<file path="config.mk">
export PLATFORM = sky130hd
export DESIGN_NAME = alis_cell
export DESIGN_NICKNAME = d
export VERILOG_FILES = /design/src/sv/alis_pkg.sv /design/src/sv/alis_cell.sv
export SDC_FILE = /design/constraint.sdc
export NUM_CORES = 1
export LEC_CHECK = 0
export BUFFER_PORTS_ARGS = -buffer_cell sky130_fd_sc_hd__buf_2
export CORE_MARGIN = 2
export CORE_UTILIZATION = 44
export CTS_BUF_LIST = sky130_fd_sc_hd__clkbuf_16
export CTS_CLUSTER_SIZE = 40
export DETAILED_ROUTE_END_ITERATION = 6
export GPL_TIMING_DRIVEN = 0
export PLACE_DENSITY = 0.85
export RECOVER_POWER = 100
export SLEW_MARGIN = 40
export SYNTH_ARGS = -nofsm -noshare
export SYNTH_HDL_FRONTEND = slang
export SYNTH_SLANG_ARGS = --single-unit
</file>
<file path="constraint.sdc">
create_clock -name clk_i -period 4.36 [get_ports clk_i]
set_input_delay 0 -clock clk_i [delete_from_list [all_inputs] [get_ports clk_i]]
set_output_delay 0 -clock clk_i [all_outputs]
set_load 0.01 [all_outputs]
</file>
<file path="src/sv/alis_pkg.sv">
// Package for the array list with insert-shift: sizes, codes and the
// broadcast bus that runs along the row of storage cells.
// No dependencies.
`timescale 1ns / 1ps
`default_nettype none

package alis_pkg;

  // List capacity and derived widths
  localparam int unsigned CAPACITY = 128;
  localparam int unsigned IdxW     = (CAPACITY > 1) ? $clog2(CAPACITY) : 1;
  localparam int unsigned CntW     = $clog2(CAPACITY + 1);
  localparam int unsigned PosW     = 7;
  localparam int unsigned CmpW     = (CntW > PosW) ? CntW : PosW;
  localparam int unsigned DataW    = 32;
  localparam int unsigned CountOutW = 8;

  typedef enum logic [1:0] {
    OP_CLEAR  = 2'd0,
    OP_APPEND = 2'd1,
    OP_INSERT = 2'd2,
    OP_READ   = 2'd3
  } alis_op_e;

  typedef enum logic [1:0] {
    ST_OK    = 2'd0,
    ST_FULL  = 2'd1,
    ST_RANGE = 2'd2
  } alis_status_e;

  // Write command seen by every cell in the same cycle
  typedef struct packed {
    logic              wr;
    logic [IdxW-1:0]   pos;
    logic [CntW-1:0]   len;
    logic [DataW-1:0]  value;
  } alis_bcast_t;

endpackage : alis_pkg

`default_nettype wire

</file>
<file path="src/sv/alis_cell.sv">
// One storage cell of the list: holds a single element and either keeps it,
// takes its lower neighbour's element, or loads the new value.
// Depends on alis_pkg.
`timescale 1ns / 1ps
`default_nettype none

module alis_cell (
  input  logic                            clk_i,
  input  logic [alis_pkg::IdxW-1:0]       idx_i,
  input  alis_pkg::alis_bcast_t           bc_i,
  input  logic [alis_pkg::DataW-1:0]      prev_i,
  output logic [alis_pkg::DataW-1:0]      data_o
);
  import alis_pkg::*;

  logic [DataW-1:0] data_q, data_d;

  // Land the new value at the insert slot, shift cells above it up by one
  always_comb begin
    data_d = data_q;
    if (bc_i.wr) begin
      if (idx_i == bc_i.pos) begin
        data_d = bc_i.value;
      end else if ((idx_i > bc_i.pos) && (CntW'(idx_i) <= bc_i.len)) begin
        data_d = prev_i;
      end
    end
  end

  // Element storage, no reset needed
  always_ff @(posedge clk_i) begin
    data_q <= data_d;
  end

  assign data_o = data_q;

endmodule : alis_cell

`default_nettype wire

</file>
==> qor.yml <==
layout:
  final_cell_mix: "buf_2, clkbuf_1, edfxtp_1"
  final_common_cell: "buf_2"
  area_delta_synth_final_pct: 43.01
  drive_gt1_frac: 0.5145
  diodes: 0
  nNetsFinal: 343
  largest_register_ffs: 32
  utilization: 0.6632
  fill_cells: 308
timing:
  hold_viol_final: 0
  fmax_mhz: 359.8
  whs_ps: 27.66
  setup_viol: 0
  tns_ps: 0
  relSlewSlack: 0.09673
  rsz0062_at_grt: "false"
  timing.final.crit_period_ps: 2780
  slew_violations: 0
  period_share: 0.6375
  worst_slew_pin_slew_ps: 1355
  worst_slack_ps: 1580
yosys:
  synth.area.mux_share: 0.2107
  synth-compound-area-share: 0.04901
  avgSynthCellArea_sq_um: 14.87
  synthSimpleGateAreaFrac: 0.03438
  synth_top_family_by_area: "multiplexers"
  syn_inst: 115
  yosys.area_share.xor_xnor: 0
  yosysWarnings: 0
  yosysSeqAreaShare: 0.5618
  synth_nets: 217
  synth_area_sq_mm: 0.001710
  ys_ff_latch: 32
  synth_cell_types: 20
  synthAdderAreaFrac: 0.1024
die:
  die_y_um: 66.35
  start_util: 0.4637
  die_area_sq_mm: 0.004402
  io_pins: 120
  fp.dieW_um: 66.35
  core.rowCount: 22
  core_sq_mm: 0.003689
cts:
  cts_tree: "yes"
  clockBufferDepth: 2
  cts.sinks: 32
  postCtsSetupRepairBufs: 0
  cts.reportedPaths.clkPinSlew_ps: 50
  cts_buffers: 5
  cts_max_level: 2
  cts_resized: 0
  postCtsHoldBufs: 0
  cts_root_buffer: "clkbuf_16"
run:
  max-cap-violations: 0
drt:
  dr.pass1.iters: 4
  drt_iter0_drc: 49
  drc: 0
  routed_wl_um: 3873
  ant_nets: 0
  wl_per_cell_um: 13.40
  vias_per_cell: 4.796
  vias: 1386
global_route:
  grt-ovfl-total: 0
  grt_usage: 0.1731
  grt_pass1_wl_um: 5513
  first_global_vias: 1290
  grt_max_degree: 33
  antenna_found_initial: 0
pwr:
  p_per_area_mw_per_mm2: 343.4
  peakVddDrop_v: 0.0001820
  p_leak_nw: 1.086
  p_total_uw: 839.9
placed_design:
  dp_slack_ps: 2083
  io_buffers: 119
  place_hpwl_um: 3175
  gp_congestion: 0.7179
worst_setup_path:
  worstPathRequired_ps: 4240
  path_cells: "buf_2 > ha_1 > nand3_1 > nor2_1 > clkbuf_1 > o221a_1"
  crit_fanout: 32
  start_kind: "primary input"
  worstSetupEndpoint: "data_o[26]"
  cp_slowest_stage_delay_ps: 1190
  cp_slowest_cell: "o221a_1"
  crit_start: "idx_i[6]"
  cp.arrival_ps: 2660
  critPathKind: "primary input to register"
  worst_setup_path_end_kind: "register"
hold_path:
  hp-class: "primary input to register"
status:
  outcome: "finished clean"
## through the flow
stage / cell area, sq um / instances
detailed placement: 2366 / 282
floorplan: 1710 / 115
finish: 2446 / 289
global route: 2446 / 289
global placement: 2366 / 282
CTS: 2500 / 289
## cells in the mapped netlist
library cell / instances / share of area
nor2_1: 2 / 0.0044
nor2b_1: 2 / 0.0073
inv_1: 13 / 0.029
nor2_2: 1 / 0.0037
a211oi_1: 1 / 0.0044
mux2_2: 32 / 0.21
nand4b_1: 1 / 0.0051
a211o_1: 1 / 0.0051
or3_1: 1 / 0.0037
buf_4: 3 / 0.013
o31a_1: 1 / 0.0051
nand4_1: 2 / 0.0073
o221a_1: 1 / 0.0066
ha_1: 14 / 0.10
a21oi_1: 3 / 0.0088
nand3_1: 1 / 0.0029
a311o_1: 1 / 0.0059
o211ai_1: 2 / 0.0088
a21o_1: 1 / 0.0044
edfxtp_1: 32 / 0.56
## power by group
group,total (mW),switching [mW],internal (mW)
logic,0.137,0.0703,0.0669
clock network,0.313,0.109,0.204
registers,0.390,0.00925,0.380
total,0.840,0.189,0.651
## cell type report
class                      instances  area [sq um]  area share
multi-input combinational         67         675.6      0.2762
tap                               48         60.06     0.02455
clock inverter                     2         8.758    0.003581
inverter                          13         48.80     0.01995
clock buffer                       5         125.1     0.05115
buffer                             3         11.26    0.004604
sequential                        32         960.9      0.3928
timing repair buffer             119         555.5      0.2271
## kinds of logic after synthesis
family / Yosys count
mux: 32
buf+inv: 16
flops: 32
compound gates: 11
fa+ha+maj: 14
simple gates: 10
## routing by layer
layer,vias to the layer above,GRT usage,wire [um]
li1,688,-,-
met1,615,0.1734,1430
met2,78,0.3238,1951
met3,5,0.04770,426
met4,0,0.08418,64
met5,-,0,0
## worst min path at each step
| stage | startpoint | end | cells past startpoint |
|---|---|---|---|
| 3_3_place_gp | prev_i[3] | data_o[3] | 2 |
| 2_1_floorplan | prev_i[10] | data_o[10] | 1 |
| 4_1_cts | bc_i[8] | data_o[8] | 2 |
| 6_report | prev_i[6] | data_o[6] | 2 |
| 3_5_place_dp | bc_i[0] | data_o[0] | 2 |
| 5_1_grt | bc_i[29] | data_o[29] | 2 |
## worst max-delay path, delay by kind of cell
kind	cells	cell delay [ps]
and+or+nand+nor	2	560
adders and majority gates	1	290
buffers and inverters	2	600
AOI/OAI and AO/OA	1	1190
(Power assumes the default switching activity.)
